## src/hdl/lru_keyed_cache_lookup_core_defines.svh

```systemverilog
// Assertion macros shared by the cache lookup RTL.
`ifndef LRU_KEYED_CACHE_LOOKUP_CORE_DEFINES_SVH
`define LRU_KEYED_CACHE_LOOKUP_CORE_DEFINES_SVH

// Same-cycle implication, sampled on clk, off while arst_n is low.
`define LKC_ASSERT_IMP(lbl, ante, cons, msg) \
	lbl: assert property (@(posedge clk) disable iff (!arst_n) (ante) |-> (cons)) \
		else $error(msg);

// Next-cycle implication, sampled on clk, off while arst_n is low.
`define LKC_ASSERT_NXT(lbl, ante, cons, msg) \
	lbl: assert property (@(posedge clk) disable iff (!arst_n) (ante) |=> (cons)) \
		else $error(msg);

`endif

```

## src/hdl/lkc_pkg.sv

```systemverilog
// Package: constants and types for the cache lookup cell chain.
package lkc_pkg;

	localparam int ENTRIES_DEF = 10;
	localparam int ENTRIES_MAX = 64;
	localparam int IDX_W       = $clog2(ENTRIES_MAX);
	localparam int TAG_W       = 32;
	localparam int STYLE_W     = 2;
	localparam int STAMP_W     = 32;
	localparam int SLOT_W      = 4;
	localparam int IN_W        = 40;
	localparam int OUT_W       = 8;
	localparam logic [STAMP_W-1:0] COUNT_INIT = STAMP_W'(1);

	// search token handed from cell to cell
	typedef struct packed {
		logic               valid;
		logic [TAG_W-1:0]   tag;
		logic [STYLE_W-1:0] style;
		logic               hit;
		logic [IDX_W-1:0]   hit_idx;
		logic               best_valid;
		logic [STAMP_W-1:0] best_stamp;
		logic [IDX_W-1:0]   best_idx;
	} tok_t;

	// slot update broadcast to all cells
	typedef struct packed {
		logic               we;
		logic               replace;
		logic [IDX_W-1:0]   idx;
		logic [TAG_W-1:0]   tag;
		logic [STYLE_W-1:0] style;
		logic [STAMP_W-1:0] stamp;
	} wr_t;

	typedef struct packed {
		logic [SLOT_W-1:0] slot;
		logic              hit;
	} res_t;

endpackage

```

## src/hdl/lkc_cell.sv

```systemverilog
// One cache slot: holds tag, style and stamp, and updates the passing search token.
module lkc_cell #(
	parameter int IDX = 0
) (
	input  logic          clk,
	input  logic          arst_n,
	input  lkc_pkg::tok_t tok_in,
	output lkc_pkg::tok_t tok_out,
	input  lkc_pkg::wr_t  wr
);

	localparam int IW = lkc_pkg::IDX_W;
	localparam logic [IW-1:0] MY_IDX = IW'(IDX);

	logic [lkc_pkg::TAG_W-1:0]   tag_q;
	logic [lkc_pkg::STYLE_W-1:0] style_q;
	logic [lkc_pkg::STAMP_W-1:0] stamp_q;
	lkc_pkg::tok_t               tok_q;
	lkc_pkg::tok_t               tok_nxt;

	always_comb begin
		tok_nxt = tok_in;
		if (!tok_in.hit && tok_in.tag == tag_q && tok_in.style == style_q) begin
			tok_nxt.hit     = 1'b1;
			tok_nxt.hit_idx = MY_IDX;
		end
		// strict compare keeps the higher index on ties
		if (!tok_in.best_valid || stamp_q < tok_in.best_stamp) begin
			tok_nxt.best_valid = 1'b1;
			tok_nxt.best_stamp = stamp_q;
			tok_nxt.best_idx   = MY_IDX;
		end
	end

	always_ff @(posedge clk or negedge arst_n) begin
		if (!arst_n) begin
			tag_q   <= '0;
			style_q <= '0;
			stamp_q <= '0;
			tok_q   <= '0;
		end else begin
			tok_q <= tok_nxt;
			if (wr.we && wr.idx == MY_IDX) begin
				stamp_q <= wr.stamp;
				if (wr.replace) begin
					tag_q   <= wr.tag;
					style_q <= wr.style;
				end
			end
		end
	end

	assign tok_out = tok_q;

endmodule

```

## src/hdl/lru_keyed_cache_lookup_core.sv

```systemverilog
// Top level: fully associative LRU cache lookup built as a chain of slot cells.
//
// Input stream s_axis carries one request item: name tag and style bits.
// Output stream m_axis carries one result item per request: hit flag and
// the index of the matched or replaced slot.
// A request token enters the top cell on accept and moves down one cell per
// cycle, picking up the first tag/style match and the least-stamp victim.
// When it leaves cell 0 the chosen slot is stamped (and refilled on a miss)
// and the result is registered. One request is in the chain at a time, so a
// new request is taken only after the token of the last one has left cell 0.
// A result waiting on a stalled m_axis does not block the next request; a
// second finished result is parked in a holding register, and s_axis_tready
// stays low while that register is full.
// Reset clears all slots to tag 0, style 0, stamp 0 and sets the use counter
// to 1; the block is ready in the first cycle after reset.
`include "lru_keyed_cache_lookup_core_defines.svh"

module lru_keyed_cache_lookup_core #(
	parameter int NUM_ENTRIES = lkc_pkg::ENTRIES_DEF
) (
	input  logic                      clk,
	input  logic                      arst_n,
	input  logic                      s_axis_tvalid,
	output logic                      s_axis_tready,
	input  logic [lkc_pkg::IN_W-1:0]  s_axis_tdata,  // name_tag[31:0], style_bits[33:32]
	output logic                      m_axis_tvalid,
	input  logic                      m_axis_tready,
	output logic [lkc_pkg::OUT_W-1:0] m_axis_tdata   // hit[0], slot[4:1]
);

	localparam int IW = lkc_pkg::IDX_W;
	localparam int TW = lkc_pkg::TAG_W;
	localparam int SW = lkc_pkg::STYLE_W;
	localparam int RW = $bits(lkc_pkg::res_t);

	lkc_pkg::tok_t                chain [NUM_ENTRIES+1];
	lkc_pkg::wr_t                 wr;
	lkc_pkg::res_t                res;
	lkc_pkg::res_t                out_q;
	lkc_pkg::res_t                pend_q;
	logic                         out_valid_q;
	logic                         pend_valid_q;
	logic                         busy_q;
	logic [lkc_pkg::STAMP_W-1:0]  cnt_q;
	logic [IW-1:0]                chosen;
	logic                         in_acc;
	logic                         out_take;
	logic                         done;

	assign s_axis_tready = !busy_q && !pend_valid_q;
	assign in_acc        = s_axis_tvalid && s_axis_tready;
	assign out_take      = out_valid_q && m_axis_tready;

	always_comb begin
		chain[NUM_ENTRIES]       = '0;
		chain[NUM_ENTRIES].valid = in_acc;
		chain[NUM_ENTRIES].tag   = s_axis_tdata[TW-1:0];
		chain[NUM_ENTRIES].style = s_axis_tdata[TW+SW-1:TW];
	end

	for (genvar g = 0; g < NUM_ENTRIES; g++) begin : g_cell
		lkc_cell #(
			.IDX(g)
		) u_cell (
			.clk    (clk),
			.arst_n (arst_n),
			.tok_in (chain[g+1]),
			.tok_out(chain[g]),
			.wr     (wr)
		);
	end

	assign done   = chain[0].valid;
	assign chosen = chain[0].hit ? chain[0].hit_idx : chain[0].best_idx;

	always_comb begin
		wr.we      = done;
		wr.replace = !chain[0].hit;
		wr.idx     = chosen;
		wr.tag     = chain[0].tag;
		wr.style   = chain[0].style;
		wr.stamp   = cnt_q + lkc_pkg::STAMP_W'(1);
		res.hit    = chain[0].hit;
		res.slot   = lkc_pkg::SLOT_W'(chosen);
	end

	always_ff @(posedge clk or negedge arst_n) begin
		if (!arst_n) begin
			busy_q       <= 1'b0;
			cnt_q        <= lkc_pkg::COUNT_INIT;
			out_valid_q  <= 1'b0;
			pend_valid_q <= 1'b0;
			out_q        <= '0;
			pend_q       <= '0;
		end else begin
			if (in_acc) begin
				busy_q <= 1'b1;
			end else if (done) begin
				busy_q <= 1'b0;
			end
			if (done) begin
				cnt_q <= cnt_q + lkc_pkg::STAMP_W'(1);
			end
			if (done && (!out_valid_q || out_take)) begin
				out_valid_q <= 1'b1;
				out_q       <= res;
			end else if (done) begin
				pend_valid_q <= 1'b1;
				pend_q       <= res;
			end else if (out_take) begin
				if (pend_valid_q) begin
					out_q        <= pend_q;
					pend_valid_q <= 1'b0;
				end else begin
					out_valid_q <= 1'b0;
				end
			end
		end
	end

	assign m_axis_tvalid = out_valid_q;
	assign m_axis_tdata  = {(lkc_pkg::OUT_W - RW)'(0), out_q};

	`LKC_ASSERT_IMP(a_done_busy, done, busy_q, "search token left the chain while idle")
	`LKC_ASSERT_IMP(a_pend_out, pend_valid_q, out_valid_q, "holding register full with output empty")
	`LKC_ASSERT_IMP(a_victim, done, chain[0].hit || chain[0].best_valid, "miss without victim")
	`LKC_ASSERT_NXT(a_count, done, cnt_q == $past(cnt_q) + lkc_pkg::STAMP_W'(1), "use counter not advanced")

endmodule
```

## config.mk

```make
export PLATFORM = sky130hd
export DESIGN_NAME = lru_keyed_cache_lookup_core
export DESIGN_NICKNAME = d
export VERILOG_FILES = /design/src/hdl/lkc_pkg.sv /design/src/hdl/lkc_cell.sv /design/src/hdl/lru_keyed_cache_lookup_core.sv
export VERILOG_INCLUDE_DIRS = /design/src /design/src/hdl
export SDC_FILE = /design/constraint.sdc
export NUM_CORES = 2
export LEC_CHECK = 0
export ABC_CLOCK_PERIOD_IN_PS = 3700
export BUFFER_PORTS_ARGS = -buffer_cell sky130_fd_sc_hd__buf_2
export CAP_MARGIN = 30
export CORE_ASPECT_RATIO = 0.8
export CORE_MARGIN = 3
export CORE_UTILIZATION = 45
export CTS_BUF_LIST = sky130_fd_sc_hd__clkbuf_8
export CTS_CLUSTER_DIAMETER = 40
export DETAILED_ROUTE_END_ITERATION = 12
export GPL_TIMING_DRIVEN = 1
export PLACE_DENSITY_LB_ADDON = 0.05
export REMOVE_ABC_BUFFERS = 1
export SLEW_MARGIN = 15
export SYNTH_ARGS = -nofsm -noshare
export SYNTH_HDL_FRONTEND = slang
export SYNTH_SLANG_ARGS = --single-unit
```

## constraint.sdc

```tcl
create_clock -name clk -period 3.7 [get_ports clk]
set_input_delay 0.37 -clock clk [delete_from_list [all_inputs] [get_ports clk]]
set_output_delay 0.37 -clock clk [all_outputs]
set_load 0.1 [all_outputs]
```

# Word-level counts from Yosys, hierarchy flattened
# Cells that the tools add are included.
dict set report totals {
  output_inout_bits 10
  regBits 1477
  elab_cells 274
}
dict set report op_classes {
  add_sub_neg 1
  eq_ne 31
  muxes 32
  n_lt_le_gt_ge 9
  bitwise 2
  reduce_logical 83
}
# cell n
set ops {}
lappend ops {{== test 32 bit} 10}
lappend ops {{2-to-1 mux 39 bit} 8}
lappend ops {{less-than comparator 32 bit} 9}
lappend ops {{2-to-1 mux 7 bit} 10}
lappend ops {{logical AND 1 bit} 33}
lappend ops {{adder 32 x 1 -> 32 bit, second input constant} 1}
lappend ops {{== test 6 x 3 -> 1 bit, second input constant} 4}
lappend ops {{AND reduction 2 bit} 12}
lappend ops {{zero test 1 bit} 21}
lappend ops {{== test 2 bit} 10}
lappend ops {{2-to-1 mux 5 bit} 4}
lappend ops {{== test 6 x 2 -> 1 bit, second input constant} 2}
lappend ops {{== test 6 x 4 -> 1 bit, second input constant} 2}
lappend ops {{2-to-1 mux 6 bit} 2}
lappend ops {{logical OR 1 bit} 10}
lappend ops {{2-to-1 mux 1 bit} 8}
lappend ops {{nonzero test 2 bit} 4}
lappend ops {{== test 6 x 1 -> 1 bit, second input constant} 1}
lappend ops {{zero test 6 bit} 1}
lappend ops {{AND reduction 3 bit} 2}
lappend ops {{!= test 2 x 1 -> 1 bit, second input constant} 1}
lappend ops {{!= test 2 bit, second input constant} 1}
lappend ops {{NOT 1 bit} 2}

# Logic depth before layout (Yosys ltp)
dict set report depth {
  word_depth 5
  mapped_depth 10
  ltp_nobuf 9
}

# Cells and area by module
# A second synthesis with hierarchy kept.
dict set report hier_totals {
  cells_unflattened 4579
  hier_area_um2 64215.3
}
# mod area_per_inst_um2 seq_area_each_um2 cells_each n_inst
set modules_own_cells {}
lappend modules_own_cells {{lkc_cell at g_cell[5].u_cell ...} 6153.4 3678.5 430 3}
lappend modules_own_cells {{lkc_cell at g_cell[4].u_cell ...} 6150.9 3678.5 430 3}
lappend modules_own_cells {{lkc_cell at g_cell[1].u_cell ...} 6152.2 3678.5 430 2}
lappend modules_own_cells {{lkc_cell at g_cell[3].u_cell} 6168.4 3678.5 430 1}
lappend modules_own_cells {{lkc_cell at g_cell[0].u_cell} 6149.6 3678.5 430 1}
lappend modules_own_cells {lru_keyed_cache_lookup_core 2680.1 1127.3 279 1}

# Least setup slack after synthesis
# OpenSTA, ideal clock, no wires.
dict set report synth_path {
  path_type {register to register}
  startpoint {register g_cell[5].u_cell.stamp_q[1] (netlist bit)}
  endpoint {register g_cell[5].u_cell.tok_q, in the netlist g_cell[5].u_cell.tok_out[12]}
  path_stages_with_launch 9
  setup_slack_ps 1127
  required_ps 3575
  arrival_time_ps 2448
  synth_period_minus_slack_ps 2573
  path_buffers 1
  path_cell_list {dfrtp_1 -> ha_1 -> a21o_1 -> a211o_1 -> a221oi_1 -> o21ai_1 -> a221oi_4 -> buf_6 -> mux2_2}
}
# item line
set synth_rtl {}
lappend synth_rtl {{start, declared} lkc_cell.sv:17} ;# logic [lkc_pkg::STAMP_W-1:0] stamp_q;
lappend synth_rtl {{start signal, assigned} lkc_cell.sv:44} ;# stamp_q <= wr.stamp;
lappend synth_rtl {{end signal, assigned} lkc_cell.sv:42} ;# tok_q <= tok_nxt;
lappend synth_rtl {{end, declared} lkc_cell.sv:18} ;# lkc_pkg::tok_t tok_q;

==> results.py <==
metrics = {
    "setup_path": {
        "critPathMaxFanout": 24,
        "required_ps": 4490,
        "path_cells": "ha_1 -> a21oi_1 -> o21ai_0 -> a311oi_1 -> a31oi_1 -> nor3_4 -> buf_4 -> mux2_2",
        "reg2reg_from": "g_cell[7].u_cell.stamp_q[1]",
        "reg2reg_slack_ps": 520,
        "crit_path_end_kind": "flip-flop",
        "crit_family": "compound AO/OA/AOI/OAI gates",
        "crit_path_max_incr_delay_ps": 600,
        "cp.arrival_ps": 3960,
        "slowest_stage": "nor3_4",
        "crit_type": "flip-flop to flip-flop",
        "start_kind": "flip-flop",
        "startpoint": "g_cell[7].u_cell.stamp_q[1]",
        "endpoint": "g_cell[7].u_cell.tok_out[9]",
        "rr_endpoint": "g_cell[7].u_cell.tok_out[9]",
        "cp_num_cells": 8,
        "path_buf_inv": 1,
        "reg2reg_depth": 8,
    },
    "synthesis": {
        "syn_inst": 4545,
        "synth_flop_cell": "dfrtp_1",
        "ys_async_sr_fraction_pct": 100,
        "yosysWarnings": 0,
        "ys_seq_elements": 1424,
        "synth_cell_types": 62,
        "avgSynthCellArea_sq_um": 12.8,
        "synth_edf_count": 0,
        "yosysSeqAreaShare_pct": 61.1,
        "netlist_area_sq_um": 58400,
    },
    "sta": {
        "period_share_pct": 85.9,
        "timing.final.ws_setup_ps": 522,
        "slew_violations": 0,
        "fmax_mhz": 315,
        "fin_skew_ps": 40.2,
        "max_slew.worst_pin.slew_ps": 1000,
        "final_hold_viol_count": 0,
        "rsz0062_at_grt": "no",
        "fin_tns_setup_ps": 0,
        "relSlewSlack_pct": 33.0,
        "fin_crit_ps": 3180,
        "final-setup-viol-count": 0,
    },
    "global_routing": {
        "antenna_found_initial": 8,
        "grt_pass1_wl_mm": 207,
        "overflow": 0,
        "grtUsageTotal_pct": 20.2,
        "grt_pass1_vias": 34000,
        "grt_max_degree": 102,
    },
    "cells_and_area": {
        "final_nets": 5169,
        "area_delta_synth_final_pct": 14.4,
        "final_common_cell": "dfrtp_1",
        "layout_common_cells": "dfrtp_1 (1422), mux2_2 (608), nand2_1 (394)",
        "drive_above_1_share_pct": 23.3,
        "finish.utilization_pct": 52.2,
    },
    "placement": {
        "pre_cts_ws_ps": 474,
        "io_buffers": 44,
        "hpwlAfterDp_mm": 94.1,
        "gp_congestion": 0.795,
    },
    "clock_network": {
        "clk_pin_slew_ps": 60,
        "clk_latency_ps": 930,
        "htree_levels": 4,
        "cts_tree": "yes",
        "cts.sinks": 1424,
        "cts_buffer_depth": 3,
        "cts_made_buffers": 227,
        "root_buffer": "clkbuf_8",
        "cts_setup_buffers": 0,
    },
    "routing": {
        "wl_met2_mm": 47.8,
        "postRouteAntennaNets": 0,
        "routed_wl_mm": 131,
        "drt_iter0_drc": 1877,
        "num_vias": 33200,
        "via_per_inst": 4.90,
        "drc": 0,
        "highest_layer": "met4",
        "dr.pass1.iters": 5,
        "wl_met1_mm": 76.5,
        "wl_per_cell_um": 19.3,
        "dr_wl_met3_mm": 4.44,
    },
    "pwr": {
        "power.total_uw": 37000,
        "power.share.clock_pct": 37.0,
        "seqPwrFrac_pct": 48.0,
        "p_switching_uw": 10300,
        "switching_share_pct": 27.7,
        "combPwrFrac_pct": 15.0,
        "ir_worst_vdd_mv": 0.609,
        "p_leak_uw": 0.0323,
        "powerDensity_nw_per_um2": 555,
        "p_int_uw": 26800,
    },
    "hold_path": {
        "min_path_type": "input port to flip-flop",
        "hold_path_startpoint": "s_axis_tdata[22]",
    },
    "floorplanning": {
        "core_area_sq_um": 128000,
        "placementRows": 117,
        "fp.dieW_um": 409,
        "ios": 54,
        "die_h_um": 328,
        "die_area_sq_um": 134000,
        "start_util_pct": 45.6,
    },
    "run": {
        "max-cap-violations": 0,
    },
    "run_status": {
        "status": "completed",
    },
}
layout make-up:
type	count	area, sq um
fill	11200	61200
sequential	1424	35600
multi-input combinational	2689	21200
clock buffer	282	3880
tap	1725	2160
timing repair buffer	200	1800
inverter	303	1140
clock inverter	132	846
antenna	9	22.5
worst min-delay path by stage:
stage                                   end  slack [ps]  cells after the start
6_report       g_cell[9].u_cell.tok_out[70]         120                      2
3_3_place_gp   g_cell[4].u_cell.tok_out[80]         340                      0
4_1_cts        g_cell[9].u_cell.tok_out[70]         0.6                      2
5_1_grt        g_cell[9].u_cell.tok_out[50]          60                      2
2_1_floorplan                        busy_q          70                      0
3_5_place_dp   g_cell[2].u_cell.tok_out[80]         340                      0
stage by stage:
stage          std cells  cell area, sq um  hold WS, ps
2_1_floorplan       4416             57800         74.4
3_3_place_gp        6294             61500          336
3_5_place_dp        6294             61500          336
4_1_cts             6751             66700        0.603
5_1_grt             6756             66700         55.7
6_report            6764             66700          117
kinds of logic (layout without fill, tap and decap cells):
| group | after synthesis | after routing | share of synthesized area, % |
|---|---|---|---|
| compound gates | 560 | 560 | 5.41 |
| xor+xnor | 391 | 391 | 5.87 |
| fa+ha+maj | 280 | 280 | 6.00 |
| buf+inv | 442 | 917 | 3.02 |
| flops | 1424 | 1424 | 61.1 |
| mux | 612 | 612 | 11.8 |
| other cells | 2 | 21 | 0.0129 |
| simple gates | 834 | 834 | 6.82 |
registers in the layout, indices dropped and copies added, names as in the netlist:
register	flops
pend_valid_q	1
g_cell.u_cell.tag_q	320
m_axis_tvalid	1
g_cell.u_cell.style_q	20
pend_q	5
g_cell.u_cell.stamp_q	320
g_cell.u_cell.tok_out	719
m_axis_tdata	5
busy_q	1
cnt_q	32
what timing repair did:
item                                    in CTS  in global routing
endpoints found under the hold margin      604                  0
hold buffers                                43                  0
endpoints found under the setup margin       0                  0
resized for setup                            0                  0
power groups by stage:
stage | clock, uW | combinational [uW] | sequential (uW)
3_3_place_gp | 0 | 5580 | 18000
2_1_floorplan | 0 | 3380 | 17900
5_1_grt | 14900 | 6140 | 17900
3_5_place_dp | 0 | 5620 | 18000
6_report | 13700 | 5560 | 17800
4_1_cts | 14200 | 5680 | 17800
Yosys cell counts, types with 4 or more instances:
master | n | area share (%)
or2_2 | 24 | 0.26
a221oi_1 | 11 | 0.17
o21ai_0 | 352 | 3.0
nor2_2 | 4 | 0.043
dfrtp_1 | 1423 | 61
and2_1 | 4 | 0.043
xnor2_1 | 99 | 1.5
buf_2 | 56 | 0.48
nor2_1 | 65 | 0.42
a21oi_1 | 99 | 0.85
ha_1 | 280 | 6.0
nor3_1 | 27 | 0.23
nor2b_1 | 42 | 0.45
inv_1 | 303 | 1.9
xor2_1 | 292 | 4.4
a2111oi_0 | 5 | 0.075
o22ai_1 | 5 | 0.054
nor4_1 | 80 | 0.86
nand2b_1 | 12 | 0.13
nand4_1 | 85 | 0.91
a21o_1 | 36 | 0.46
clkbuf_1 | 75 | 0.48
nand3_1 | 58 | 0.50
and3_1 | 17 | 0.18
nand2_1 | 404 | 2.6
a211oi_1 | 15 | 0.19
mux2_2 | 608 | 12
and4_1 | 4 | 0.060
routing by layer:
layer / up-vias / track usage, %
li1: 16100 / -
met1: 16400 / 35.0
met2: 433 / 24.9
met3: 175 / 3.54
met4: 0 / 5.10
met5: - / 0
(Power assumes the default switching activity.)
